File: src/sv/jts_pkg.sv
// shared types, codes and helpers for the json token scanner
`default_nettype none

package jts_pkg;

	localparam int PositionBits = 32;
	localparam int QueueDepth   = 4;
	localparam int CountBits    = 3;
	localparam int SlotCount    = 4;

	// token kinds
	localparam logic [3:0] KindEnd     = 4'd0;
	localparam logic [3:0] KindError   = 4'd1;
	localparam logic [3:0] KindLBrace  = 4'd2;
	localparam logic [3:0] KindLBrack  = 4'd3;
	localparam logic [3:0] KindRBrace  = 4'd4;
	localparam logic [3:0] KindRBrack  = 4'd5;
	localparam logic [3:0] KindComma   = 4'd6;
	localparam logic [3:0] KindColon   = 4'd7;
	localparam logic [3:0] KindSemi    = 4'd8;
	localparam logic [3:0] KindString  = 4'd9;
	localparam logic [3:0] KindNumber  = 4'd10;
	localparam logic [3:0] KindTrue    = 4'd11;
	localparam logic [3:0] KindFalse   = 4'd12;
	localparam logic [3:0] KindNull    = 4'd13;

	// keyword selection
	localparam logic [1:0] KwTrue  = 2'd0;
	localparam logic [1:0] KwFalse = 2'd1;
	localparam logic [1:0] KwNull  = 2'd2;

	// source bytes
	localparam logic [7:0] ChSpace  = 8'h20;
	localparam logic [7:0] ChTab    = 8'h09;
	localparam logic [7:0] ChCr     = 8'h0D;
	localparam logic [7:0] ChLf     = 8'h0A;
	localparam logic [7:0] ChLBrace = 8'h7B;
	localparam logic [7:0] ChLBrack = 8'h5B;
	localparam logic [7:0] ChRBrace = 8'h7D;
	localparam logic [7:0] ChRBrack = 8'h5D;
	localparam logic [7:0] ChComma  = 8'h2C;
	localparam logic [7:0] ChColon  = 8'h3A;
	localparam logic [7:0] ChSemi   = 8'h3B;
	localparam logic [7:0] ChQuote  = 8'h22;
	localparam logic [7:0] ChBslash = 8'h5C;
	localparam logic [7:0] ChMinus  = 8'h2D;
	localparam logic [7:0] ChPlus   = 8'h2B;
	localparam logic [7:0] ChDot    = 8'h2E;
	localparam logic [7:0] ChZero   = 8'h30;
	localparam logic [7:0] ChNine   = 8'h39;
	localparam logic [7:0] ChLowE   = 8'h65;
	localparam logic [7:0] ChUpE    = 8'h45;
	localparam logic [7:0] ChLowT   = 8'h74;
	localparam logic [7:0] ChLowF   = 8'h66;
	localparam logic [7:0] ChLowN   = 8'h6E;
	localparam logic [7:0] ChLowR   = 8'h72;
	localparam logic [7:0] ChLowU   = 8'h75;
	localparam logic [7:0] ChLowA   = 8'h61;
	localparam logic [7:0] ChLowL   = 8'h6C;
	localparam logic [7:0] ChLowS   = 8'h73;

	typedef enum logic [3:0] {
		ModeIdle  = 4'd0,
		ModeKw    = 4'd1,
		ModeStr   = 4'd2,
		ModeNSign = 4'd3,
		ModeNInt  = 4'd4,
		ModeNZero = 4'd5,
		ModeNFrac = 4'd6,
		ModeNExpS = 4'd7,
		ModeNExp  = 4'd8
	} mode_t;

	// one record: four slots of kind, start, length and repeat count
	function automatic int rec_bits(input int pos_bits);
		return SlotCount * (4 + 2 * pos_bits + CountBits);
	endfunction

	function automatic logic is_digit(input logic [7:0] b);
		return (b >= ChZero) && (b <= ChNine);
	endfunction

	// letters after the first one of each keyword
	function automatic logic [7:0] kw_char(input logic [1:0] choice, input logic [1:0] idx);
		logic [7:0] c;
		c = 8'h00;
		unique case (choice)
			KwTrue: begin
				unique case (idx)
					2'd0: c = ChLowR;
					2'd1: c = ChLowU;
					2'd2: c = ChLowE;
					default: c = 8'h00;
				endcase
			end
			KwFalse: begin
				unique case (idx)
					2'd0: c = ChLowA;
					2'd1: c = ChLowL;
					2'd2: c = ChLowS;
					default: c = ChLowE;
				endcase
			end
			default: begin
				unique case (idx)
					2'd0: c = ChLowU;
					2'd1: c = ChLowL;
					2'd2: c = ChLowL;
					default: c = 8'h00;
				endcase
			end
		endcase
		return c;
	endfunction

	function automatic logic [2:0] kw_len(input logic [1:0] choice);
		return (choice == KwFalse) ? 3'd4 : 3'd3;
	endfunction

	function automatic logic [3:0] kw_kind(input logic [1:0] choice);
		logic [3:0] k;
		unique case (choice)
			KwTrue:  k = KindTrue;
			KwFalse: k = KindFalse;
			default: k = KindNull;
		endcase
		return k;
	endfunction

endpackage

`default_nettype wire

File: src/sv/jts_front.sv
// scanner front end: classifies each byte and packs the tokens it causes into a record
`default_nettype none

module jts_front import jts_pkg::*; #(
	parameter int POSITION_BITS = PositionBits
) (
	input  wire logic                                 clk,
	input  wire logic                                 arst_n,
	input  wire logic                                 take,
	input  wire logic [7:0]                           data_byte,
	input  wire logic                                 final_byte,
	output logic                                      rec_valid,
	output logic [rec_bits(POSITION_BITS)-1:0]        rec_data
);

	localparam int PW = POSITION_BITS;

	typedef struct packed {
		logic [3:0]           kind;
		logic [PW-1:0]        start;
		logic [PW-1:0]        len;
		logic [CountBits-1:0] count;
	} slot_t;

	typedef slot_t [SlotCount-1:0] rec_t;

	mode_t         mode_q, mode_d;
	logic [PW-1:0] pos_q, pos_next;
	logic [PW-1:0] origin_q, origin_d;
	logic [1:0]    choice_q, choice_d;
	logic [1:0]    prog_q, prog_d;
	logic          bs_q, bs_d;
	logic          rescan;
	logic [PW-1:0] feed_len, flush_len;
	logic [2:0]    prog_inc;
	rec_t          rec;

	assign pos_next  = (pos_q == '1) ? pos_q : pos_q + 1'b1;
	assign feed_len  = pos_q - origin_q;
	assign flush_len = pos_next - origin_d;
	assign prog_inc  = {1'b0, prog_q} + 3'd1;

	always_ff @(posedge clk or negedge arst_n) begin
		if (!arst_n) begin
			mode_q   <= ModeIdle;
			pos_q    <= '0;
			origin_q <= '0;
			choice_q <= KwTrue;
			prog_q   <= '0;
			bs_q     <= 1'b0;
		end else if (take) begin
			if (final_byte) begin
				// a new text starts at offset zero
				mode_q   <= ModeIdle;
				pos_q    <= '0;
				origin_q <= '0;
				choice_q <= KwTrue;
				prog_q   <= '0;
				bs_q     <= 1'b0;
			end else begin
				mode_q   <= mode_d;
				pos_q    <= pos_next;
				origin_q <= origin_d;
				choice_q <= choice_d;
				prog_q   <= prog_d;
				bs_q     <= bs_d;
			end
		end
	end

	always_comb begin
		mode_d   = mode_q;
		origin_d = origin_q;
		choice_d = choice_q;
		prog_d   = prog_q;
		bs_d     = bs_q;
		rescan   = 1'b0;
		rec      = '0;

		// slot 0: token closed by this byte, or the errors of a failed keyword
		unique case (mode_q)
			ModeKw: begin
				if (data_byte == kw_char(choice_q, prog_q)) begin
					if (prog_inc >= kw_len(choice_q)) begin
						rec[0] = '{kind: kw_kind(choice_q), start: origin_q,
							len: PW'(kw_len(choice_q)) + PW'(1), count: 3'd1};
						mode_d = ModeIdle;
						prog_d = '0;
					end else begin
						prog_d = prog_inc[1:0];
					end
				end else begin
					rec[0] = '{kind: KindError, start: origin_q, len: PW'(1), count: prog_inc};
					prog_d = '0;
					rescan = 1'b1;
				end
			end
			ModeStr: begin
				if (data_byte == ChQuote && !bs_q) begin
					rec[0] = '{kind: KindString, start: origin_q, len: feed_len, count: 3'd1};
					mode_d = ModeIdle;
				end
				bs_d = (data_byte == ChBslash);
			end
			ModeNSign: begin
				mode_d = (data_byte == ChZero) ? ModeNZero : ModeNInt;
			end
			ModeNInt, ModeNZero: begin
				if (mode_q == ModeNInt && is_digit(data_byte)) begin
					mode_d = ModeNInt;
				end else if (data_byte == ChDot) begin
					mode_d = ModeNFrac;
				end else if (data_byte == ChLowE || data_byte == ChUpE) begin
					mode_d = ModeNExpS;
				end else begin
					rescan = 1'b1;
				end
			end
			ModeNFrac: begin
				if (is_digit(data_byte)) begin
					mode_d = ModeNFrac;
				end else if (data_byte == ChLowE || data_byte == ChUpE) begin
					mode_d = ModeNExpS;
				end else begin
					rescan = 1'b1;
				end
			end
			ModeNExpS: begin
				if (data_byte == ChPlus || data_byte == ChMinus || is_digit(data_byte)) begin
					mode_d = ModeNExp;
				end else begin
					rescan = 1'b1;
				end
			end
			ModeNExp: begin
				if (!is_digit(data_byte)) begin
					rescan = 1'b1;
				end
			end
			default: begin
				rescan = 1'b1;
			end
		endcase

		// a number ends at a foreign byte
		if (rescan && mode_q >= ModeNSign) begin
			rec[0] = '{kind: KindNumber, start: origin_q, len: feed_len, count: 3'd1};
		end

		// slot 1: the byte scanned between tokens
		if (rescan) begin
			mode_d = ModeIdle;
			unique case (data_byte) inside
				ChSpace, ChTab, ChCr, ChLf: begin
				end
				ChLBrace: rec[1] = '{kind: KindLBrace, start: pos_q, len: PW'(1), count: 3'd1};
				ChLBrack: rec[1] = '{kind: KindLBrack, start: pos_q, len: PW'(1), count: 3'd1};
				ChRBrace: rec[1] = '{kind: KindRBrace, start: pos_q, len: PW'(1), count: 3'd1};
				ChRBrack: rec[1] = '{kind: KindRBrack, start: pos_q, len: PW'(1), count: 3'd1};
				ChComma:  rec[1] = '{kind: KindComma, start: pos_q, len: PW'(1), count: 3'd1};
				ChColon:  rec[1] = '{kind: KindColon, start: pos_q, len: PW'(1), count: 3'd1};
				ChSemi:   rec[1] = '{kind: KindSemi, start: pos_q, len: PW'(1), count: 3'd1};
				ChLowT, ChLowF, ChLowN: begin
					mode_d   = ModeKw;
					choice_d = (data_byte == ChLowT) ? KwTrue :
						(data_byte == ChLowF) ? KwFalse : KwNull;
					prog_d   = '0;
					origin_d = pos_q;
				end
				ChQuote: begin
					mode_d   = ModeStr;
					origin_d = pos_next;
					bs_d     = 1'b0;
				end
				ChMinus: begin
					mode_d   = ModeNSign;
					origin_d = pos_q;
				end
				[ChZero:ChNine]: begin
					mode_d   = (data_byte == ChZero) ? ModeNZero : ModeNInt;
					origin_d = pos_q;
				end
				default: rec[1] = '{kind: KindError, start: pos_q, len: PW'(1), count: 3'd1};
			endcase
		end

		// slots 2 and 3: flush of a pending token and the end mark
		if (final_byte) begin
			if (mode_d == ModeKw) begin
				rec[2] = '{kind: KindError, start: origin_d, len: PW'(1),
					count: {1'b0, prog_d} + 3'd1};
			end else if (mode_d == ModeStr) begin
				rec[2] = '{kind: KindString, start: origin_d, len: flush_len, count: 3'd1};
			end else if (mode_d >= ModeNSign) begin
				rec[2] = '{kind: KindNumber, start: origin_d, len: flush_len, count: 3'd1};
			end
			rec[3] = '{kind: KindEnd, start: pos_next, len: '0, count: 3'd1};
		end
	end

	assign rec_data  = rec;
	assign rec_valid = take && ((rec[0].count != '0) || (rec[1].count != '0) ||
		(rec[2].count != '0) || (rec[3].count != '0));

endmodule

`default_nettype wire

File: src/sv/jts_queue.sv
// short record queue between scanner front end and token back end
`default_nettype none

module jts_queue import jts_pkg::*; #(
	parameter int DATA_BITS = 8
) (
	input  wire logic                 clk,
	input  wire logic                 arst_n,
	input  wire logic                 wr_en,
	input  wire logic [DATA_BITS-1:0] wr_data,
	input  wire logic                 rd_en,
	output logic [DATA_BITS-1:0]      rd_data,
	output logic                      full,
	output logic                      empty
);

	localparam int PtrBits = $clog2(QueueDepth);
	localparam int CntBits = $clog2(QueueDepth + 1);

	logic [DATA_BITS-1:0] mem [QueueDepth];
	logic [PtrBits-1:0]   wr_ptr_q, rd_ptr_q;
	logic [CntBits-1:0]   count_q;
	logic                 do_wr, do_rd;

	assign full    = (count_q == CntBits'(QueueDepth));
	assign empty   = (count_q == '0);
	assign do_wr   = wr_en && !full;
	assign do_rd   = rd_en && !empty;
	assign rd_data = mem[rd_ptr_q];

	always_ff @(posedge clk) begin
		if (do_wr) begin
			mem[wr_ptr_q] <= wr_data;
		end
	end

	always_ff @(posedge clk or negedge arst_n) begin
		if (!arst_n) begin
			wr_ptr_q <= '0;
			rd_ptr_q <= '0;
			count_q  <= '0;
		end else begin
			if (do_wr) begin
				wr_ptr_q <= (wr_ptr_q == PtrBits'(QueueDepth - 1)) ? '0 : wr_ptr_q + 1'b1;
			end
			if (do_rd) begin
				rd_ptr_q <= (rd_ptr_q == PtrBits'(QueueDepth - 1)) ? '0 : rd_ptr_q + 1'b1;
			end
			if (do_wr && !do_rd) begin
				count_q <= count_q + 1'b1;
			end else if (do_rd && !do_wr) begin
				count_q <= count_q - 1'b1;
			end
		end
	end

endmodule

`default_nettype wire

File: src/sv/jts_back.sv
// token back end: walks each record into the result register, one token per cycle while that is free or popped
`default_nettype none

module jts_back import jts_pkg::*; #(
	parameter int POSITION_BITS = PositionBits
) (
	input  wire logic                                 clk,
	input  wire logic                                 arst_n,
	input  wire logic                                 rec_ready,
	input  wire logic [rec_bits(POSITION_BITS)-1:0]   rec_data,
	output logic                                      rec_pop,
	input  wire logic                                 pop,
	output logic                                      empty,
	output logic [3:0]                                token_kind,
	output logic [31:0]                               token_start,
	output logic [31:0]                               token_length,
	output logic                                      last_token
);

	localparam int PW = POSITION_BITS;

	typedef struct packed {
		logic [3:0]           kind;
		logic [PW-1:0]        start;
		logic [PW-1:0]        len;
		logic [CountBits-1:0] count;
	} slot_t;

	typedef slot_t [SlotCount-1:0] rec_t;

	rec_t                 rec;
	logic [1:0]           slot_q, cur, nxt;
	logic [CountBits-1:0] sub_q;
	logic [PW-1:0]        run_start_q, tok_start;
	logic                 has_later, more_in_slot, last, issue;
	logic                 out_valid_q;
	logic [3:0]           kind_q;
	logic [PW-1:0]        start_q, len_q;
	logic                 last_q;

	assign rec = rec_data;

	// first slot with tokens left, and the one after it
	always_comb begin
		cur       = slot_q;
		nxt       = slot_q;
		has_later = 1'b0;
		for (int i = SlotCount - 1; i >= 0; i--) begin
			if (2'(i) >= slot_q && rec[i].count != '0) begin
				cur = 2'(i);
			end
		end
		for (int i = SlotCount - 1; i >= 0; i--) begin
			if (2'(i) > cur && rec[i].count != '0) begin
				has_later = 1'b1;
				nxt       = 2'(i);
			end
		end
	end

	// error runs step their start by one, stopping at the top
	assign tok_start    = (sub_q == '0) ? rec[cur].start : run_start_q;
	assign more_in_slot = (sub_q + 3'd1) < rec[cur].count;
	assign last         = !more_in_slot && !has_later;
	assign issue        = rec_ready && (!out_valid_q || pop);
	assign rec_pop      = issue && last;

	always_ff @(posedge clk or negedge arst_n) begin
		if (!arst_n) begin
			slot_q      <= '0;
			sub_q       <= '0;
			out_valid_q <= 1'b0;
		end else begin
			if (issue) begin
				out_valid_q <= 1'b1;
				if (more_in_slot) begin
					sub_q <= sub_q + 3'd1;
				end else if (has_later) begin
					slot_q <= nxt;
					sub_q  <= '0;
				end else begin
					slot_q <= '0;
					sub_q  <= '0;
				end
			end else if (pop) begin
				out_valid_q <= 1'b0;
			end
		end
	end

	always_ff @(posedge clk) begin
		if (issue) begin
			run_start_q <= (tok_start == '1) ? tok_start : tok_start + 1'b1;
			kind_q      <= rec[cur].kind;
			start_q     <= tok_start;
			len_q       <= rec[cur].len;
			last_q      <= last;
		end
	end

	assign empty        = !out_valid_q;
	assign token_kind   = kind_q;
	assign token_start  = 32'(start_q);
	assign token_length = 32'(len_q);
	assign last_token   = last_q;

endmodule

`default_nettype wire

File: src/sv/json_token_scanner.sv
// json token scanner top level: front end, record queue and back end
// throughput: one byte per cycle while the record queue has room; the back end gives
//   one token per cycle while its result register is free or popped
// result: the result register takes a token in the cycle after the edge that accepts the
//   byte closing it, when the queue and result register are otherwise empty
// reset: arst_n clears scanner state, byte position, queue pointers and the result valid flag
`default_nettype none

module json_token_scanner import jts_pkg::*; #(
	parameter int POSITION_BITS = PositionBits
) (
	input  wire logic        clk,
	input  wire logic        arst_n,
	input  wire logic        push,
	output logic             full,
	input  wire logic [7:0]  data_byte,
	input  wire logic        final_byte,
	output logic             empty,
	input  wire logic        pop,
	output logic [3:0]       token_kind,
	output logic [31:0]      token_start,
	output logic [31:0]      token_length,
	output logic             last_token
);

	localparam int RecBits = rec_bits(POSITION_BITS);

	logic               take;
	logic               rec_valid;
	logic [RecBits-1:0] rec_in, rec_head;
	logic               q_full, q_empty, rec_pop;

	assign full = q_full;
	assign take = push && !q_full;

	jts_front #(
		.POSITION_BITS(POSITION_BITS)
	) u_front (
		.clk       (clk),
		.arst_n    (arst_n),
		.take      (take),
		.data_byte (data_byte),
		.final_byte(final_byte),
		.rec_valid (rec_valid),
		.rec_data  (rec_in)
	);

	jts_queue #(
		.DATA_BITS(RecBits)
	) u_queue (
		.clk    (clk),
		.arst_n (arst_n),
		.wr_en  (rec_valid),
		.wr_data(rec_in),
		.rd_en  (rec_pop),
		.rd_data(rec_head),
		.full   (q_full),
		.empty  (q_empty)
	);

	jts_back #(
		.POSITION_BITS(POSITION_BITS)
	) u_back (
		.clk         (clk),
		.arst_n      (arst_n),
		.rec_ready   (!q_empty),
		.rec_data    (rec_head),
		.rec_pop     (rec_pop),
		.pop         (pop),
		.empty       (empty),
		.token_kind  (token_kind),
		.token_start (token_start),
		.token_length(token_length),
		.last_token  (last_token)
	);

endmodule

`default_nettype wire

File: config.mk
export PLATFORM = sky130hd
export DESIGN_NAME = json_token_scanner
export DESIGN_NICKNAME = d
export VERILOG_FILES = /design/src/sv/jts_pkg.sv /design/src/sv/jts_front.sv /design/src/sv/jts_queue.sv /design/src/sv/jts_back.sv /design/src/sv/json_token_scanner.sv
export SDC_FILE = /design/constraint.sdc
export NUM_CORES = 1
export LEC_CHECK = 0
export ABC_AREA = 1
export BUFFER_PORTS_ARGS = -buffer_cell sky130_fd_sc_hd__buf_2
export CORE_ASPECT_RATIO = 0.7
export CORE_MARGIN = 3
export CORE_UTILIZATION = 35
export DETAILED_ROUTE_END_ITERATION = 10
export PLACE_DENSITY_LB_ADDON = 0.1
export SLEW_MARGIN = 15
export SYNTH_ARGS = -nofsm -noshare
export SYNTH_HDL_FRONTEND = slang
export SYNTH_HIERARCHICAL = 1
export SYNTH_SLANG_ARGS = --single-unit
File: constraint.sdc
create_clock -name clk -period 38.2 [get_ports clk]
set_clock_uncertainty 0.2 [all_clocks]
set_input_delay 7.64 -clock clk [delete_from_list [all_inputs] [get_ports clk]]
set_output_delay 7.64 -clock clk [all_outputs]
set_load 0.1 [all_outputs]
Word-level counts from Yosys, hierarchy flattened
Memories as Yosys holds them, arrays and structs flattened.
Index checks and enable logic that the tools add are counted.
- memories kept: 1
- register bits after elaboration: 187
- word-level logic and storage cells: 233
- output and inout bits: 71
- input port bits: 13
- RAM bits: 1120
- $lt $le $gt $ge: 15
- add/subtract/negate cells: 12
- reductions and logical operators: 60
- equality and inequality tests: 42
- mux-type cells: 85
- bitwise gates (word level): 1
- memories (name ; words ; width ; rd ports ; clocked after Yosys merged registers in ; wr ports ; RTL line ; source):
    u_queue.mem ; 4 ; 280 ; 1 ; 0 ; 1 ; jts_queue.sv:20 ; logic [DATA_BITS-1:0] mem [QueueDepth];
- operators by type and width (operator ; count):
    $mux 71 ; 9
    $pmux 71 s8 ; 1
    $mux 32 ; 6
    $bmux 71 s2 ; 1
    $pmux 71 s2 ; 1
    $mux 138 ; 1
    $eq 8x7->1 const B ; 10
    $eq 8x6->1 const B ; 9
    $add 32x1->32 const B ; 2
    $eq 32x32->1 const B ; 2
    $pmux 32 s2 ; 1
    $sub 32x32->32 ; 2
    $mux 2 ; 22
    $mux 4 ; 10
    $eq 8x4->1 const B ; 3
    $pmux 4 s6 ; 1
    $reduce_bool 3->1 ; 8
    $logic_and 1x1->1 ; 21
    $pmux 7 s3 ; 1
    $mux 1 ; 20
    $eq 4x3->1 const B ; 4
    $pmux 4 s4 ; 1
    $pmux 8 s2 ; 1
    $pmux 5 s3 ; 1
    other kinds (39) ; 77

Logic depth before layout (Yosys ltp)
Gate-level depths: netlist of run 1.
- depth in word-level cells: 23
- mapped depth: 33
- gate-level depth less buffers: 32

Cells and area by module
The synthesis of run 1 kept the hierarchy.
- by module, submodules not included (module ; area an instance (um^2) ; instances ; sequential area each (um^2) ; cells each):
    jts_queue ; 45650.0 ; 1 ; 34287.9 ; 3375
    jts_front ; 10557.6 ; 1 ; 1826.8 ; 1782
    jts_back ; 7671.1 ; 1 ; 3183.1 ; 1010
    json_token_scanner ; 13.8 ; 1 ; 0.0 ; 3

Worst setup path before layout of run 1
OpenSTA, ideal clock, no wires.
- path kind: in2reg
- start: input port data_byte[3]
- end: memory u_queue/mem[0][0] in the netlist's numbering (enable)
- setup time: 936 ps
- arrival: 21194 ps
- setup slack: 15870 ps
- stages: 17
- cell sequence: buf_2 > nand4_1 > inv_1 > o21ai_0 > nand3_2 > nand2_1 > inv_2 > nand3_4 > nand2_1 > nand2_1 > buf_2 > inv_2 > nand2_1 > nor3_1 > nor2_1 > nand2_1 > nor2_1
- RTL lines (item ; RTL line ; source):
    start, declared ; json_token_scanner.sv:16 ; input wire logic [7:0] data_byte,
    branches (longest 7 deep; another with $ge 8x6->1) ; -- ;
    $mux 71 * ; jts_front.sv:146 ; if (rescan && mode_q >= ModeNSign) begin
    via rec_in[0] ; json_token_scanner.sv:30 ; logic [RecBits-1:0] rec_in, rec_head;
    $reduce_bool 3->1 * ; jts_front.sv:202 ; assign rec_valid = take && ((rec[0].count != '0) || (rec[1].count != '0) ||
    $logic_or 1x1->1 * (2 in series) ; jts_front.sv:202 ;
    $logic_or 1x1->1 * ; jts_front.sv:203 ; (rec[2].count != '0) || (rec[3].count != '0));
    $logic_and 1x1->1 * ; jts_front.sv:202 ;
    via rec_valid ; json_token_scanner.sv:29 ; logic rec_valid;
    $logic_and 1x1->1 * ; jts_queue.sv:27 ; assign do_wr = wr_en && !full;
    $mux 1 * ; jts_queue.sv:32 ; if (do_wr) begin
    $mux 1 (implied by the code) * ; jts_queue.sv:33 ; mem[wr_ptr_q] <= wr_data;
    end, declared ; jts_queue.sv:20 ;
Mark *: on every way through the listed nets, which the timed path passes.

Final worst setup path of run 1
- start: input port data_byte[2]
- end: memory u_queue/mem[2][122] in the netlist's numbering (enable)
The elaborated chain is that of the path after synthesis.

==> out/results.txt, run 1 <==
Setup slack on the worst reg-to-reg path comes out at 29,960 ps. Pin placement for this block handled 84 I/O pins. At the placement stage, the worst setup path has a slack of 23,000 ps.

The finished layout holds 8,645 standard cells, fillers aside. The horizontal extent of the die is 516.7 um. The run gives 4 as the H-tree depth reported by CTS.

The first global-routing pass estimated 287.8 mm of wire. For the initial antenna violation count, the log shows 6. Timing would allow up to 69.53 MHz. Setup repair after global routing left no endpoint under its margin.

The run gives 3 as the clock tree buffer depth. The detail route stage leaves a number of antenna-violating nets equal to 0. Among all flip-flop cells after synthesis, the most frequent one is edfxtp_1.

The pin count of the biggest net entering global routing came out at 195. Of the cells placed in the final design, the portion with a size suffix greater than 1 is 7.354%. In the post-route analysis, the smallest setup slack over all paths is 23,820 ps. The clock reaches the later pin of the worst-skew pair after 780 ps.

The routability congestion estimate from global placement is 0.9369. Leading area contributor after synthesis: edfxtp_1. The minimum period implied by the final worst setup slack was 14,380 ps; the initial standard-cell utilization of the core was 35.42%. For the pin with the worst max-slew slack, the measured transition is 1099 ps.

After floorplanning, the core was divided into 130 placement rows. The cell count after synthesis came out at 6,170. The run gives 63,890 um2 as the netlist area before placement. The worst hold path terminates at u_front/origin_q[10]$_DFFE_PN0P_. Summed over all nets, the half-perimeter wirelength after detailed placement is 129.7 mm. The via count of the first global-routing pass came out at 40,440.

The average footprint of a synthesized cell came out at 10.36 um2. After detailed routing, the number of vias per cell comes to 5.045. Hold violation count in the final report: 0. The startpoint identified for the worst hold timing path is u_front/origin_q[10]$_DFFE_PN0P_.

The logs give 0 for the final count of pins violating max slew and 0 for the max capacitance violation total. For the starting DRC count in detailed routing, the log shows 4,137. Type of element launching the critical path: a primary input. Counting the buffers created by CTS gives 142. The worst pin sits at a relative slew slack of 26.74%.

The area added between synthesis and finish is 9.656%. In this run, post-CTS hold repair placed 0 buffers. Along the worst hold path, the cell count comes to 2. Counting flops with a built-in enable in the synthesized netlist gives 1,237.

TritonCTS built the clock tree. Setup violations remaining at the end of the flow were counted as 0. After clock tree synthesis, the clock-pin slew on the worst setup and hold paths is 60 ps.

For the total overflow reported by the global router, the log shows 0. The worst hold path belongs to the class register to register. The final antenna diode count was 0.

Data on the critical path arrives at its endpoint at 14,570 ps. Summing all placed instances gives a cell area of 65,580 um2. The capturing point of the worst reg2reg path is u_queue/mem[2][122]$_DFFE_PP_. The peak fanout along the critical path is 57, and the count of input and output buffers is 83. Yosys attributes the largest share of cell area to edfxtp_1 58%, nand2_1 9.3%, o211ai_1 7.1%. After the last flow step, the layout net total stands at 6,263. The count of filler cells inserted in the layout was 17,670. The buffers inserted during post-CTS setup optimization is 0, and the total wire length is 196.9 mm. Yosys mapped the design onto 57 distinct sky130hd cell types. The first TritonRoute pass finished after 6 iterations. For this run, the register share of the synthesized area comes to 61.51%. In this run the power density over the cells is 87.36 nW/um2.

Measured along the y axis, the die boundary spans 363.5 um. The tools report the area of the placeable core as 180,400 um2. The run finished with clean final reports. The count of instances resized after the clock tree is built was 0. The remaining routing DRC violations was 0. The run gives 27.71 nW as the leakage power summed over all cells.

The cell sitting at the root of the clock tree is a clkbuf_16. The number of vias after detailed routing came out at 43,610. The tools report the floorplan die area as 187,800 um2. The worst reg-to-reg path cell count is 23. The Yosys step of the flow raised 6 warnings.

In the final routed layout, each cell accounts on average for 22.77 um. The startpoint of the most critical register-to-register path is u_front/prog_q[0]$_DFFE_PN0P_. The top cell type's share of synthesized area is 58.14%.

The worst setup path is captured at a register. The number of placed instances, taps included, is 8,394. Dividing the final minimum period by the clock period gives 37.65%. In the synthesized netlist the async set-or-reset flop fraction comes to 6.500%. The design area came out at 70,060 um2. Summed over all failing endpoints, the final setup total negative slack is 0 ps.

Power comes to 6.121 mW. The class of the most critical setup path is primary input to register. In this run, synthesis produced a sequential element count of 1,323.

The total number of clock tree sinks came out at 1,323. The most critical setup path has its startpoint at data_byte[2]. The required time reported for the critical path endpoint is 38,390 ps, and the combined global-route utilization of all metal layers is 20.79%. For the peak supply drop, the log shows 58.65 uV.
==> per-stage QoR <==
stage	hold slack [ps]	util, %
floorplan	249.1	-
detailed placement	266.2	36.35
global route	326.2	38.84
CTS	283.1	38.84
global placement	264.2	36.35
finish	285.1	38.84
==> worst max-delay path, stage by stage <==
cell     delay, ps
buf_2          160
inv_2           80
nand4_1        160
inv_1           90
o21ai_0        320
nand3_2        170
nand2_1        110
inv_2           60
nand3_4        240
nand2_1        130
nand2_1        600
inv_2          420
nand2_1        270
nor3_1          70
nor2_1         330
nand2_1        380
nor2_4         800
buf_4          830
buf_4          660
buf_4          800
==> cell usage after synthesis (27+ instances only) <==
cell	number
a21oi_1	112
buf_2	85
buf_4	93
buf_6	103
clkbuf_1	82
dfrtp_1	86
edfxtp_1	1237
ha_1	85
inv_1	868
nand2_1	1590
nand3_1	219
nand3_2	32
nand3b_1	27
nor2_1	426
o211ai_1	606
o21ai_0	159
o22ai_1	54
xnor2_1	28
xor2_1	49
==> state kept, by name, indices dropped and copies added (netlist names) <==
name	flops
u_front/choice_q	2
u_back/token_kind	4
u_back/out_valid_q	1
u_queue/wr_ptr_q	2
u_back/sub_q	3
u_queue/mem	1136
u_queue/count_q	3
u_back/slot_q	2
u_back/run_start_q	32
u_front/bs_q	1
u_queue/rd_ptr_q	2
u_back/token_start	32
u_back/token_length	32
u_front/prog_q	2
u_back/last_token	1
u_front/pos_q	32
u_front/origin_q	32
u_front/mode_q	4
==> routing by layer <==
metal	vias up	track usage [%]	routed length [um]	part of all wire, %
met1	21390	33.26	101400	52
met3	184	3.656	12100	6.1
li1	20850	-	-	-
met5	-	0	0	0
met4	0	3.705	2698	1.4
met2	1194	29.19	80660	41
==> area by class of cell <==
class	instances	area, um2	share of cell area [%]
Timing Repair Buffer	146	978.4	1.397
Tap cell	2376	2973	4.243
Clock inverter	70	660.6	0.9429
Clock buffer	181	3825	5.459
Inverter	888	3348	4.779
Multi-Input combinational cell	3661	18970	27.08
Sequential cell	1323	39310	56.10
==> cell families after synthesis <==
group                      Yosys count  share of synthesized area (%)
buffers and inverters             1257                          9.318
adders and majority gates           88                          1.759
and+or+nand+nor                   2400                          15.53
AOI/OAI and AO/OA                 1024                          10.83
other                                1                       0.005869
DFF                               1323                          61.51
xor gates and xnor gates            77                          1.056
==> how the worst max path moves through the flow <==
stage | to | slack (ps)
floorplan | u_queue/mem[0][0]$_DFFE_PP_ | 15870
global placement | u_queue/mem[2][126]$_DFFE_PP_ | 23080
detailed placement | u_queue/mem[2][123]$_DFFE_PP_ | 23000
CTS | u_queue/mem[2][193]$_DFFE_PP_ | 23840
global route | u_queue/mem[2][113]$_DFFE_PP_ | 23420
finish | u_queue/mem[2][122]$_DFFE_PP_ | 23820
==> cell usage in the layout, fill, tap and decap left out, drive strengths merged, types with 2 or more instances in the layout <==
cell type,netlist,layout
conb,1,72
o21bai,8,8
o31ai,4,4
nand3b,27,27
o211ai,606,606
o22ai,54,54
or2,5,5
o21ai,188,188
nand3,252,252
o221ai,3,3
nor4,11,11
xor2,49,49
a21o,7,7
nand4,19,19
ha,85,85
xnor2,28,28
dfrtp,86,86
bufinv,0,8
clkinvlp,0,3
a21oi,113,113
inv,884,893
a221oi,4,4
fa,3,3
buf,286,146
nor3,29,29
o21a,7,7
a21boi,16,16
a31oi,8,8
o2111ai,2,2
clkbuf,83,181
clkinv,4,54
a2111oi,2,2
nand2,1612,1612
edfxtp,1237,1237
nor2,443,443
==> power by group <==
group          total, mW  switching (mW)  leakage (nW)  internal (mW)
clock network       1.35           0.588          2.19          0.766
registers           2.09          0.0929          12.7           2.00
logic               2.68            2.07          12.8          0.608
Note: power is estimated with default switching activity, not from simulation.
==> run 2: changes to the inputs <==
==> constraint.sdc (replaced) <==
create_clock -name clk -period 14.6 [get_ports clk]
set_clock_uncertainty 0.2 [all_clocks]
set_input_delay 2.92 -clock clk [delete_from_list [all_inputs] [get_ports clk]]
set_output_delay 2.92 -clock clk [all_outputs]
set_load 0.1 [all_outputs]
==> run 2 against run 1 <==
First-iteration DRC count down 11%. Core utilization about the same. Total power rose to 2.6 times the previous value. Largest power group unchanged. Critical path type unchanged. Sequential power rose to 2.6 times the previous value.
==> out/results.txt, run 2 (synthesized netlist as in run 1, its figures left out) <==
The tools report the launch point of the worst hold path as u_front/origin_q[10]$_DFFE_PN0P_. The peak supply drop came out at 141.8 uV (+140%). The tools report the type of element launching the critical path as a primary input. The average vias per placed instance was 5.031 (-0.27%).

The run gives 8570 ps (-6000 ps) as the data arrival time of the worst path. The top cell types in the final layout, fill and taps aside, are 1,589 x nand2_1, 1,237 x edfxtp_1, 867 x inv_1, 606 x o211ai_1, 420 x nor2_1. Area added between synthesis and finish: 9.692% (about the same).

The logs give 3,699 (-11%) for the starting DRC count in detailed routing and 286.1 mm (-0.62%) for the global-route wire length before repair. Number of cell rows: 130 (unchanged). The library cell used most frequently in the layout, excluding fill and tap cells, is nand2_1. The run gives 143 (+0.70%) as the number of clock buffers inserted by TritonCTS.

The type of the tightest min-delay check is register to register. The register with the most flip-flops in the final layout is u_queue/mem. Traced cell by cell, the critical path runs through buf_2 > nor2_1 > nand3_1 > nor2_1 > nor2_1 > nand2_1 > clkinv_1 > o22ai_1 > o21ai_0 > ha_1 > a21oi_1 > nand2_1 > a21oi_1 > o21ai_0 > a21boi_0 > o21ai_0 > xnor2_1 > nor2_1. The die height was 363.5 um (unchanged). The worst setup path is captured at a register. The tools report the number of vias after detailed routing as 43,530 (-0.19%).

Detailed-routing iteration count for the pre-antenna-repair pass: 6 (unchanged). For this design, the slowest cell found on the critical path is clkinv_1. For the finished layout, the period the worst path requires is 8219 ps.

The hold violation count in the final report is 0 (unchanged), and the initial antenna violation count is 6 (unchanged). The count of instances resized after the clock tree is built is 0 (unchanged). The critical path's largest stage delay works out to 800 ps (-30 ps). The H-tree depth reported by CTS was 4 (unchanged); the number of failing setup endpoints in the final timing report was 0 (unchanged). For the max capacitance violation total, the log shows 0 (unchanged).

The worst slew margin relative to its limit came out at 19.18% (-7.6 points). The logs give 14,950 ps (-23,440 ps) for the required time reported for the critical path endpoint and 195.9 mm (-0.50%) for the total wire length. The post-DP HPWL came out at 129.9 mm (+0.15%). For the post-cts hold buffer count, the log shows 0 (unchanged). The logs give 1,323 (unchanged) for the total number of clock tree sinks and 3 (unchanged) for the clock tree buffer depth.

The clock transition time at the flip-flop clock pins of the worst setup and hold paths came out at 70 ps (about the same). The run finished with clean final reports. The area taken by multi-input logic gates was 18,970 um2 (unchanged); the routability congestion estimate from global placement was 0.9405 (+0.38%). The run gives 0 (unchanged) as the final count of pins violating max slew.

In this design, the largest share of critical-path delay is due to compound AO/OA/AOI/OAI gates. The tools report the post-route total power as 15.93 mW (+160%). The clock root buffer master was clkbuf_16. The cell area after placement is 65,630 um2 (about the same), and the detail-routed net length per standard cell is 22.64 um (-0.58%). The final setup TNS was 0 ps (unchanged); the count of input and output buffers was 83 (unchanged). The remaining routing DRC violations is 0 (unchanged), and the total overflow reported by the global router is 0 (unchanged). The worst path uses 56.29% of the clock period. The initial standard-cell utilization of the core was 35.42% (unchanged). In this design, the critical path's most frequently occurring cell is nor2_1.

The class of the most critical setup path is primary input to register. The via count of the first global-routing pass is 40,370 (-0.18%), and the transition time at the pin with the least slew margin is 1201 ps (+102.3 ps). The tools report the combined global-route utilization of all metal layers as 20.67% (-0.12 points). The run gives 8,652 (+0.081%) as the final instance count without filler cells. The horizontal extent of the die is 516.7 um (unchanged). The register cell area after layout was 39,310 um2 (unchanged). For the pin count of the biggest net entering global routing, the log shows 188 (-3.6%).

The number of buffer and inverter instances along the worst setup path works out to 2 (-6). Peak fanout along the critical path: 19 (-67%). The number of top-level design ports was 84 (unchanged). The design area was 70,080 um2 (about the same); the count of filler cells inserted in the layout was 17,690 (+0.11%). The most critical setup path has its startpoint at data_byte[6]. The tools report the buffers inserted during post-CTS setup optimization as 0 (unchanged).

The total number of nets in the final design is 6,265 (+0.032%). The number of nets with antenna violations after routing was 0 (unchanged); the floorplan die area was 187,800 um2 (unchanged). The logs give 8,395 (+0.012%) for the number of placed cells counting well taps and 27.69 nW (about the same) for the leakage power summed over all cells.

Setup repair after global routing left no endpoint under its margin. The area of the placeable core is 180,400 um2 (unchanged), and the worst-skew pair later-pin latency is 790 ps (about the same). Based on the critical path, the design can be clocked at up to 121.7 MHz. The worst register-to-register path begins at u_queue/rd_ptr_q[0]$_DFFE_PN0P_. TritonCTS built the clock tree. The flip-flop count of the largest register, all copies and words added was 1,136 (unchanged); the ratio of cells with drive above 1 in the final layout was 7.220% (-0.13 points). The power density normalized to cell area was 227.2 nW/um2 (+160%).
## run 2: changes by cell type in the layout (fill, tap and decap cells not counted), moves of 2 or more
cell	before	now
clkinv_1	26	33
buf_12	7	11
buf_4	57	54
clkinv_2	22	16
inv_16	2	4
clkinv_16	1	3
inv_6	7	4
clkbuf_16	146	144
clkinv_4	1	3
bufinv_16	8	5
diode_2	0	2
clkbuf_1	31	37
## run 2: tightest hold or removal path: stages (launching register included)
cell     delay [ps]
dfrtp_1         350
nand2_1          50
nand2_1          60
## run 2: final cells by class
type                            instances  share of cell area (%)
Clock inverter                         71                  0.9444
Sequential cell                      1323                   56.08
Timing Repair Buffer                  147                   1.478
Antenna cell                            2                0.007141
Tap cell                             2376                   4.242
Clock buffer                          184                   5.399
Multi-Input combinational cell       3661                   27.07
Inverter                              888                   4.777
## run 2: layer usage
layer	track usage [%]	wire length, um	up-vias
met1	32.99	99490	21250
met2	28.74	79760	1227
met5	0	0	-
li1	-	-	20850
met4	3.642	2911	0
met3	4.174	13740	194
## run 2: worst paths after layout
kind                       depth (start not counted)                                to  slack, ps
setup / recovery                                  18     u_queue/mem[2][170]$_DFFE_PP_       6380
hold / removal                                     2  u_front/origin_q[10]$_DFFE_PN0P_        280
setup reg to reg                                  25   u_back/run_start_q[1]$_DFFE_PP_       7510
hold reg to reg                                    2  u_front/origin_q[10]$_DFFE_PN0P_        280
max in group asynchronous                          2  u_front/origin_q[25]$_DFFE_PN0P_      10960
min in group asynchronous                          1       u_back/sub_q[2]$_DFFE_PN0P_       1890
## run 2: per-stage QoR
step | setup WS [ps] | hold slack [ps] | utilization [%]
5_1_grt | 5914 | 316.2 | 38.85
2_1_floorplan | -3010 | 249.1 | -
3_5_place_dp | 5799 | 264.8 | 36.39
6_report | 6381 | 284.8 | 38.85
3_3_place_gp | 5866 | 268.4 | 36.39
4_1_cts | 6623 | 282.7 | 38.85
## run 2: report_power, final
group          internal, mW  total, mW  leakage [nW]  switching, mW
Sequential             5.22       5.45          12.7          0.229
Clock                  1.94       3.49          2.16           1.55
Combinational          1.60       6.98          12.8           5.38
Total                  8.77       15.9          27.7           7.16
